$ cat config.mk
export PLATFORM = sky130hd
export DESIGN_NAME = ethernet_rx_address_filter_queue_unit
export DESIGN_NICKNAME = d
export VERILOG_FILES = /design/src/rtl/erafq_pkg.sv /design/src/rtl/erafq_queue.sv /design/src/rtl/ethernet_rx_address_filter_queue_unit.sv
export SDC_FILE = /design/constraint.sdc
export NUM_CORES = 2
export LEC_CHECK = 0
export BUFFER_PORTS_ARGS = -buffer_cell sky130_fd_sc_hd__buf_2
export CAP_MARGIN = 40
export CORE_MARGIN = 4
export CORE_UTILIZATION = 55
export CTS_BUF_LIST = sky130_fd_sc_hd__clkbuf_8
export CTS_CLUSTER_SIZE = 25
export DETAILED_ROUTE_END_ITERATION = 8
export PLACE_DENSITY = 0.71
export SYNTH_ARGS = -nofsm -noshare
export SYNTH_HDL_FRONTEND = slang
export SYNTH_SLANG_ARGS = --single-unit
export TNS_END_PERCENT = 100
$ cat constraint.sdc
create_clock -name clk -period 11.8 [get_ports clk]
set_input_delay 1.77 -clock clk [delete_from_list [all_inputs] [get_ports clk]]
set_output_delay 1.77 -clock clk [all_outputs]
set_load 0.03 [all_outputs]
$ cat src/rtl/erafq_pkg.sv
// ============================================================================
// erafq_pkg
// Shared types, constants and helpers for the receive address filter queue.
// ============================================================================
package erafq_pkg;

    // Field widths
    localparam int MAC_W   = 48;
    localparam int ETYPE_W = 16;
    localparam int CLASS_W = 2;

    // Default queue depth
    localparam int DEF_QUEUE_DEPTH = 64;

    // Broadcast address: every byte all ones
    localparam logic [7:0]       BCAST_BYTE = 8'hFF;
    localparam logic [MAC_W-1:0] BCAST_MAC  = {6{BCAST_BYTE}};

    // EtherType codes
    localparam logic [ETYPE_W-1:0] ETYPE_ARP  = 16'h0806;
    localparam logic [ETYPE_W-1:0] ETYPE_IPV4 = 16'h0800;

    // Request opcodes
    typedef enum logic
    {
        OP_RECEIVE = 1'b0,
        OP_TAKE    = 1'b1
    } opcode_t;

    // Frame class codes
    typedef enum logic [CLASS_W-1:0]
    {
        CLASS_ARP   = 2'd0,
        CLASS_IPV4  = 2'd1,
        CLASS_OTHER = 2'd2
    } frame_class_t;

    // Queue control from the filter to the queue
    typedef struct packed
    {
        logic             push;
        logic             pop;
        logic [MAC_W-1:0] handle;
        frame_class_t     cls;
    } q_req_t;

    // Queue status back to the filter
    typedef struct packed
    {
        logic full;
        logic empty;
    } q_stat_t;

    // Map an EtherType to its frame class
    function automatic frame_class_t classify(input logic [ETYPE_W-1:0] etype);
        frame_class_t c;
        if (etype == ETYPE_ARP)
        begin
            c = CLASS_ARP;
        end
        else if (etype == ETYPE_IPV4)
        begin
            c = CLASS_IPV4;
        end
        else
        begin
            c = CLASS_OTHER;
        end
        return c;
    endfunction

endpackage

$ cat src/rtl/erafq_queue.sv
// ============================================================================
// erafq_queue
// Frame handle FIFO: memory of handle and class, head/tail pointers, count.
// ============================================================================
module erafq_queue #(
    parameter int QUEUE_DEPTH = erafq_pkg::DEF_QUEUE_DEPTH,
    parameter int PTR_W       = $clog2(QUEUE_DEPTH),
    parameter int CNT_W       = $clog2(QUEUE_DEPTH + 1)
) (
    input  logic                            clk,
    input  logic                            rst_n,
    input  erafq_pkg::q_req_t               req,
    output erafq_pkg::q_stat_t              stat,
    output logic [CNT_W-1:0]                count,
    output logic [erafq_pkg::MAC_W-1:0]     rd_handle,
    output erafq_pkg::frame_class_t         rd_class
);

    typedef struct packed
    {
        logic [erafq_pkg::MAC_W-1:0] handle;
        erafq_pkg::frame_class_t     cls;
    } entry_t;

    entry_t           mem [QUEUE_DEPTH];
    entry_t           rd_data_reg;
    logic [PTR_W-1:0] head_reg;
    logic [PTR_W-1:0] head_next;
    logic [PTR_W-1:0] tail_reg;
    logic [PTR_W-1:0] tail_next;
    logic [CNT_W-1:0] count_reg;
    logic [CNT_W-1:0] count_next;

    // Status from the count
    assign stat.full  = (count_reg == CNT_W'(QUEUE_DEPTH));
    assign stat.empty = (count_reg == '0);

    // Advance pointers with wrap, update count
    always_comb
    begin
        head_next  = head_reg;
        tail_next  = tail_reg;
        count_next = count_reg;
        if (req.push)
        begin
            tail_next  = (tail_reg == PTR_W'(QUEUE_DEPTH - 1)) ? '0 : tail_reg + 1'b1;
            count_next = count_reg + 1'b1;
        end
        else if (req.pop)
        begin
            head_next  = (head_reg == PTR_W'(QUEUE_DEPTH - 1)) ? '0 : head_reg + 1'b1;
            count_next = count_reg - 1'b1;
        end
    end

    always_ff @(posedge clk or negedge rst_n)
    begin
        if (!rst_n)
        begin
            head_reg  <= '0;
            tail_reg  <= '0;
            count_reg <= '0;
        end
        else
        begin
            head_reg  <= head_next;
            tail_reg  <= tail_next;
            count_reg <= count_next;
        end
    end

    // Write the tail entry on push
    always_ff @(posedge clk)
    begin
        if (req.push)
        begin
            mem[tail_reg] <= '{handle: req.handle, cls: req.cls};
        end
    end

    // Read the head entry on pop, hold otherwise
    always_ff @(posedge clk)
    begin
        if (req.pop)
        begin
            rd_data_reg <= mem[head_reg];
        end
    end

    assign count     = count_reg;
    assign rd_handle = rd_data_reg.handle;
    assign rd_class  = rd_data_reg.cls;

    // Count never passes the depth
    a_count_bound: assert property (@(posedge clk) disable iff (!rst_n)
        count_reg <= CNT_W'(QUEUE_DEPTH))
        else $error("queue count above depth");

    // Push grows the count by one
    a_push_count: assert property (@(posedge clk) disable iff (!rst_n)
        req.push |=> count_reg == $past(count_reg) + 1'b1)
        else $error("push did not grow count");

    // Pop only from a non-empty queue, and not together with push
    a_pop_legal: assert property (@(posedge clk) disable iff (!rst_n)
        req.pop |-> !stat.empty && !req.push)
        else $error("illegal pop");

endmodule

$ cat src/rtl/ethernet_rx_address_filter_queue_unit.sv
// ============================================================================
// ethernet_rx_address_filter_queue_unit
// Destination MAC filter feeding a FIFO of frame handles with EtherType class.
// ============================================================================
// One request per clock: busy is never raised, so start may be held high every
// cycle. Each request gives exactly one result, shown with done high in the cycle
// after the request is taken; the receiver must capture it then.
// The taken handle and class come from the registered read of the queue memory. A
// receive request (opcode 0) is queued when dest_mac matches own_mac or is
// broadcast, flagged by dropped_full when the queue is full; a take request
// (opcode 1) pops the oldest handle and class, or returns take_valid low when
// empty. fill_level gives the queue count after the request. Write own_mac
// only while no result is pending.
module ethernet_rx_address_filter_queue_unit #(
    parameter int QUEUE_DEPTH = erafq_pkg::DEF_QUEUE_DEPTH,
    parameter int CNT_W       = $clog2(QUEUE_DEPTH + 1)
) (
    input  logic                            clk,
    input  logic                            rst_n,
    // Configuration
    input  logic                            cfg_wr_en,
    input  logic [erafq_pkg::MAC_W-1:0]     cfg_wr_data,
    // Request
    input  logic                            start,
    output logic                            busy,
    input  logic                            opcode,
    input  logic [erafq_pkg::MAC_W-1:0]     frame_handle,
    input  logic [erafq_pkg::MAC_W-1:0]     dest_mac,
    input  logic [erafq_pkg::ETYPE_W-1:0]   ether_type,
    // Result
    output logic                            done,
    output logic                            accepted,
    output logic                            dropped_full,
    output logic                            take_valid,
    output logic [erafq_pkg::MAC_W-1:0]     out_handle,
    output logic [erafq_pkg::CLASS_W-1:0]   frame_class,
    output logic [CNT_W-1:0]                fill_level
);

    logic [erafq_pkg::MAC_W-1:0] own_mac_reg;
    erafq_pkg::q_req_t           q_req;
    erafq_pkg::q_stat_t          q_stat;
    logic [CNT_W-1:0]            q_count;
    logic [erafq_pkg::MAC_W-1:0] q_rd_handle;
    erafq_pkg::frame_class_t     q_rd_class;
    logic                        is_rx;
    logic                        is_take;
    logic                        addr_match;
    logic                        accepted_next;
    logic                        dropped_next;
    logic                        take_valid_next;
    logic                        done_reg;
    logic                        accepted_reg;
    logic                        dropped_reg;
    logic                        take_valid_reg;

    assign busy = 1'b0;

    // Hold the station address
    always_ff @(posedge clk or negedge rst_n)
    begin
        if (!rst_n)
        begin
            own_mac_reg <= '0;
        end
        else if (cfg_wr_en)
        begin
            own_mac_reg <= cfg_wr_data;
        end
    end

    // Decode the request and filter the destination
    assign is_rx      = start && !busy && (opcode == erafq_pkg::OP_RECEIVE);
    assign is_take    = start && !busy && (opcode == erafq_pkg::OP_TAKE);
    assign addr_match = (dest_mac == own_mac_reg) || (dest_mac == erafq_pkg::BCAST_MAC);

    assign accepted_next   = is_rx && addr_match && !q_stat.full;
    assign dropped_next    = is_rx && addr_match && q_stat.full;
    assign take_valid_next = is_take && !q_stat.empty;

    // Drive the queue
    assign q_req.push   = accepted_next;
    assign q_req.pop    = take_valid_next;
    assign q_req.handle = frame_handle;
    assign q_req.cls    = erafq_pkg::classify(ether_type);

    erafq_queue #(
        .QUEUE_DEPTH (QUEUE_DEPTH),
        .CNT_W       (CNT_W)
    ) u_queue (
        .clk       (clk),
        .rst_n     (rst_n),
        .req       (q_req),
        .stat      (q_stat),
        .count     (q_count),
        .rd_handle (q_rd_handle),
        .rd_class  (q_rd_class)
    );

    // Register the result flags
    always_ff @(posedge clk or negedge rst_n)
    begin
        if (!rst_n)
        begin
            done_reg       <= 1'b0;
            accepted_reg   <= 1'b0;
            dropped_reg    <= 1'b0;
            take_valid_reg <= 1'b0;
        end
        else
        begin
            done_reg       <= start && !busy;
            accepted_reg   <= accepted_next;
            dropped_reg    <= dropped_next;
            take_valid_reg <= take_valid_next;
        end
    end

    // Present the result; zero the payload when nothing was taken
    assign done         = done_reg;
    assign accepted     = accepted_reg;
    assign dropped_full = dropped_reg;
    assign take_valid   = take_valid_reg;
    assign out_handle   = take_valid_reg ? q_rd_handle : '0;
    assign frame_class  = take_valid_reg ? q_rd_class : erafq_pkg::CLASS_ARP;
    assign fill_level   = q_count;

    // Every request yields a result in the next cycle
    a_result_follows: assert property (@(posedge clk) disable iff (!rst_n)
        start |=> done)
        else $error("missing result");

    // Result flags only with a result and never together
    a_flags_exclusive: assert property (@(posedge clk) disable iff (!rst_n)
        (accepted || dropped_full || take_valid) |->
            done && $onehot({accepted, dropped_full, take_valid}))
        else $error("result flags conflict");

    // A take result leaves the count one lower
    a_take_count: assert property (@(posedge clk) disable iff (!rst_n)
        take_valid_next |=> fill_level == $past(q_count) - 1'b1)
        else $error("take did not lower fill level");

endmodule

# ---- Word level (Yosys, flattened, before mapping)
# Memories as Yosys holds them, arrays and structs flattened. A register that Yosys moved wholly into a read port is not among the register bits.
# Index checks and enable logic that the tools add are counted.
dict set report totals {
  ff_bits 71
  latch_bits 0
  ram_bits 3200
  romBits 0
  input_bits 165
  output_inout_bits 62
  wordCells 44
  n_memories 1
}
dict set report classes {
  addsub 4
  mul 0
  n_div 0
  order_cmp 0
  n_eq_ne 7
  shifts 0
  muxes 10
  n_bitwise 2
  reduce_logical 12
}
# memory words word_bits read_ports rd_clocked_by_memory_dff write_ports line
set mem_list {}
lappend mem_list {u_queue.mem 64 50 1 1 1 erafq_queue.sv:25} ;# entry_t mem [QUEUE_DEPTH];
# op n
set op_table {}
lappend op_table {{$eq 48x48->1} 1}
lappend op_table {{$eq 48x48->1 const B} 1}
lappend op_table {{$mux 48} 1}
lappend op_table {{$eq 16x12->1 const B} 2}
lappend op_table {{$mux 7} 2}
lappend op_table {{$add 6x1->6 const B} 2}
lappend op_table {{$eq 6x6->1 const B} 2}
lappend op_table {{$mux 6} 2}
lappend op_table {{$add 7x1->7 const B} 1}
lappend op_table {{$eq 7x7->1 const B} 1}
lappend op_table {{$logic_not 7->1} 1}
lappend op_table {{$sub 7x1->7 const B} 1}
lappend op_table {{$logic_and 1x1->1} 6}
lappend op_table {{$mux 2} 3}
lappend op_table {{$logic_not 1->1} 2}
lappend op_table {{$mux 1} 2}
lappend op_table {{$not 1->1} 2}
lappend op_table {{$reduce_and 2->1} 1}
lappend op_table {{$reduce_bool 2->1} 1}
lappend op_table {{$logic_or 1x1->1} 1}

# ---- Longest topological paths before layout
dict set report depth {
  ltp_word 6
  mapped_depth 12
  mapped_depth_nobuf 12
}

# ---- Modules after synthesis
# Synthesis repeated with hierarchy kept, for this count alone.
dict set report hier_totals {
  hier_cells 5682
  area_unflattened_um2 127380.9
}
# module instances cells_per_inst area_each_um2 seq_area_each_um2
set modules_own_cells {}
lappend modules_own_cells {erafq_queue 1 5427 124463.1 98069.1}
lappend modules_own_cells {ethernet_rx_address_filter_queue_unit 1 255 2917.8 1301.2}

# ---- Worst setup path after synthesis
# No wires, ideal clock.
dict set report synth_timing {
  path_type {input-to-reg}
  from {in dest_mac[40] in the netlist's numbering}
  to {mem u_queue.mem[54][0] in the netlist's numbering, enable pin}
  setup_time_ns 0.583
  t_arrival_ns 8.043
  required_time_ns 11.217
  path_slack_ns 3.174
  stages 7
  path_buffers 1
  cell_sequence {xor2_1 nor4_1 nand4_1 o31ai_2 clkbuf_1 nand2_1 nor4_1}
}
dict set report synth_via {
  elab_chain_cells 6
}
# element line
set synth_rtl {}
lappend synth_rtl {{start: declaration} ethernet_rx_address_filter_queue_unit.sv:28} ;# input logic [erafq_pkg::MAC_W-1:0] dest_mac,
lappend synth_rtl {{$eq 48x48->1} ethernet_rx_address_filter_queue_unit.sv:75} ;# assign addr_match = (dest_mac == own_mac_reg) || (dest_mac == erafq_pkg::BCAST_MAC);
lappend synth_rtl {{$logic_or 1x1->1 (*)} ethernet_rx_address_filter_queue_unit.sv:75}
lappend synth_rtl {{$logic_and 1x1->1 (*) (2 in a row)} ethernet_rx_address_filter_queue_unit.sv:77} ;# assign accepted_next = is_rx && addr_match && !q_stat.full;
lappend synth_rtl {{$mux 1 (*)} erafq_queue.sv:75} ;# if (req.push)
lappend synth_rtl {{$mux 1 (implied by the code) (*)} erafq_queue.sv:77} ;# mem[tail_reg] <= '{handle: req.handle, cls: req.cls};
lappend synth_rtl {{end: declaration} erafq_queue.sv:25}
# Mark *: on every way between the ends. The rest lies on a longest branch, timed or not.

# ---- Worst setup path after layout
dict set report layout_timing {
  from {in dest_mac[47] in the netlist's numbering}
  to {mem u_queue.mem[29][4] in the netlist's numbering, enable pin}
}
# The elaborated chain is that of the path after synthesis.

==> metrics.cfg <==
[critical_path]
cp_cell_sequence = buf_2 -> xor2_1 -> nor4_1 -> nand4_1 -> o31ai_2 -> buf_4 -> nand3_1 -> nor2_4 -> buf_4
cpMostUsedCell = buf_4
critPathLaunch = dest_mac[47]
cp_num_buf_inv = 3
critical_path_class = in -> reg
cpMaxStageDelayCell = nor2_4
r2r_start = u_queue.head_reg[0]
crit_family = simple AND/OR/NAND/NOR gates
crit_path_max_incr_delay_ps = 780
cp.arrival_ps = 5630
cp_max_fo = 35
worstPathRequired_ps = 12440
critPathLaunchType = input port
worstSetupEndpointType = register

[global_routing]
grt_pass1_wl_um = 461000
grt-ovfl-total = 0
grt_max_degree = 116
track_usage = 0.278
antenna_found_initial = 48
grt_pass1_vias = 60000

[timing]
timing.final.max_slew_violations = 0
clock.fmax_mhz = 200
hold_viol = 0
tns_ps = 0
finalCriticalPeriod_ps = 4990
rsz0062_at_grt = false
maxSlewHeadroom = 0.306
timing.final.crit_share = 0.423
worst_pin_slew_ps = 1040
setup_viol = 0
fin_worst_skew_ps = 62.2

[yosys]
yosysWarnings = 0
synth_area_leaders = edfxtp_1 77%, mux4_2 19%, dfrtp_1 1.4%
yosysTopAreaCell = edfxtp_1
synth.distinct_cells = 44
ys_seq_area_frac = 0.784
syn-cell-area_um2 = 127000
ys_ff_latch = 3321
syn_nets = 5167
synth_top_area_frac = 0.770
syn_area_per_cell_um2 = 25.4
syn-instance-count = 4994

[drt]
post-route-drc-count = 0
dr.pass1.iters = 6
first_iter_violations = 9036
wl_per_cell_um = 35.8
vias = 60100
viasPerCell = 6.60
wirelength_um = 326000
ant_nets = 0

[placed_design]
gp_congestion = 0.849
dp_hpwl_um = 194000
port_buffers = 225

[floorplanning]
die_x_um = 488
io_pins = 227
start_util = 0.555
die_height_um = 488
die-area_um2 = 238000
coreArea_um2 = 228000
rows = 175

[finish]
largest_register_ffs = 3200
post_route_cells_drive_above_1_share = 0.371
nNetsFinal = 5877
utilization = 0.626
num-fill-cells = 14900
area_growth_pct = 12.9

[hold_path]
hold_path.class = reg -> reg
min_from = own_mac_reg[33]

[cts]
max-clock-path-buffers = 4
cts_root_buf = clkbuf_8
cts.clk_slew.worst_paths_ps = 50
cts_tree = built
cts.sinks = 3321
cts_resized = 0
cts_buffers = 541
post_cts_buffers = 0
cts_hold_buf = 0
clkLatencyLatePin_ps = 1060
htree_levels = 6

[run]
cap_violations = 0

[power_and_ir_drop]
ir_worst_vdd_mv = 0.113
p_leak_uw = 0.0440
power_density_nw_per_um2 = 155

[outcome]
status = finished, final reports clean

## final timing paths
| check | to | slack (ps) | cells after the start |
|---|---|---|---|
| worst max-delay path | u_queue.mem[29][4] | 6810 | 9 |
| worst min-delay path | own_mac_reg[33] | 530 | 1 |
| worst max register to register | u_queue.rd_class[1] | 6980 | 5 |
| worst min register to register | own_mac_reg[33] | 530 | 1 |
| max in group asynchronous | u_queue.head_reg[4] | 9970 | 2 |
| min in group asynchronous | own_mac_reg[3] | 640 | 1 |
## routing by layer
layer	up-vias	track usage	wire, um
li1	23300	-	-
met4	20	0.113	13800
met5	-	0	136
met2	4023	0.424	156000
met3	592	0.0641	37100
met1	32200	0.396	119000
## cell families after synthesis
| kind of cell | after synthesis | synth area share |
|---|---|---|
| buf+inv | 265 | 0.00892 |
| fa+ha+maj | 8 | 0.000849 |
| simple gates | 205 | 0.00856 |
| mux | 1107 | 0.192 |
| xor+xnor | 59 | 0.00408 |
| compound gates | 28 | 0.00148 |
| flops | 3321 | 0.784 |
| other cells | 1 | 0.0000296 |
## worst register-to-register path: stages (launching register included)
cell and delay [ps]:
dfrtp_4 960, buf_4 760, buf_4 830, mux4_2 650, mux4_2 630, mux4_2 670
## layout by cell type (no fill, tap or decap), types with 18 or more instances in the layout
master	count
buf_4	149
dfrtp_1	64
buf_2	210
buf_16	38
mux4_2	1050
mux2_2	56
clkinv_1	97
nor4_1	18
clkbuf_8	567
clkinv_2	41
buf_12	21
nor2_4	58
nand4_1	25
edfxtp_1	3250
diode_2	21
and2_1	50
inv_1	178
xor2_1	49
## Yosys cell counts, drive strengths merged
cell and count:
edfxtp 3250, mux4 1050, clkbuf 147, buf 111, dfrtp 71, nor2 67
mux2 56, and2 50, xor2 49, nand4 25, nor4 23, nand2 11
nand3 10, xnor2 10, ha 7, a21oi 6, inv 6, a31oi 4
nand3b 4, o21ai 4, a21o 3, and3 3, o31ai 3, or2 3
a31o 2, nand2b 2, nor2b 2, nor3 2, o21bai 2, a211oi 1
a41oi 1, clkinv 1, conb 1, fa 1, mux2i 1, nor3b 1
nor4b 1, nor4bb 1, o211ai 1, o22ai 1
## final cells by class
type / count / area [um^2] / area share
Antenna cell: 21 / 52.6 / 0.000367
Sequential cell: 3321 / 99400 / 0.695
Clock inverter: 339 / 1550 / 0.0108
Clock buffer: 567 / 7800 / 0.0546
Multi-Input combinational cell: 1408 / 26700 / 0.187
Timing Repair Buffer: 425 / 3730 / 0.0261
Tap cell: 3009 / 3760 / 0.0263
Inverter: 7 / 28.8 / 0.000201
## report_power, final
part	switching, uW	internal [uW]
sequential	13.2	13000
clock	4340	4520
combinational	252	60.2
## per-stage QoR
step / instance area [um^2] / power, uW / hold WS, ps / setup WS, ps / cells
2_1_floorplan: 127000 / 13200 / 501 / 3170 / 4994
3_3_place_gp: 132000 / 13500 / 511 / 5780 / 8110
3_5_place_dp: 134000 / 13500 / 517 / 5640 / 8169
4_1_cts: 143000 / 22300 / 510 / 6730 / 9075
5_1_grt: 143000 / 22900 / 543 / 6700 / 9088
6_report: 143000 / 22100 / 526 / 6810 / 9097
Note: power is estimated with default switching activity, not from simulation.
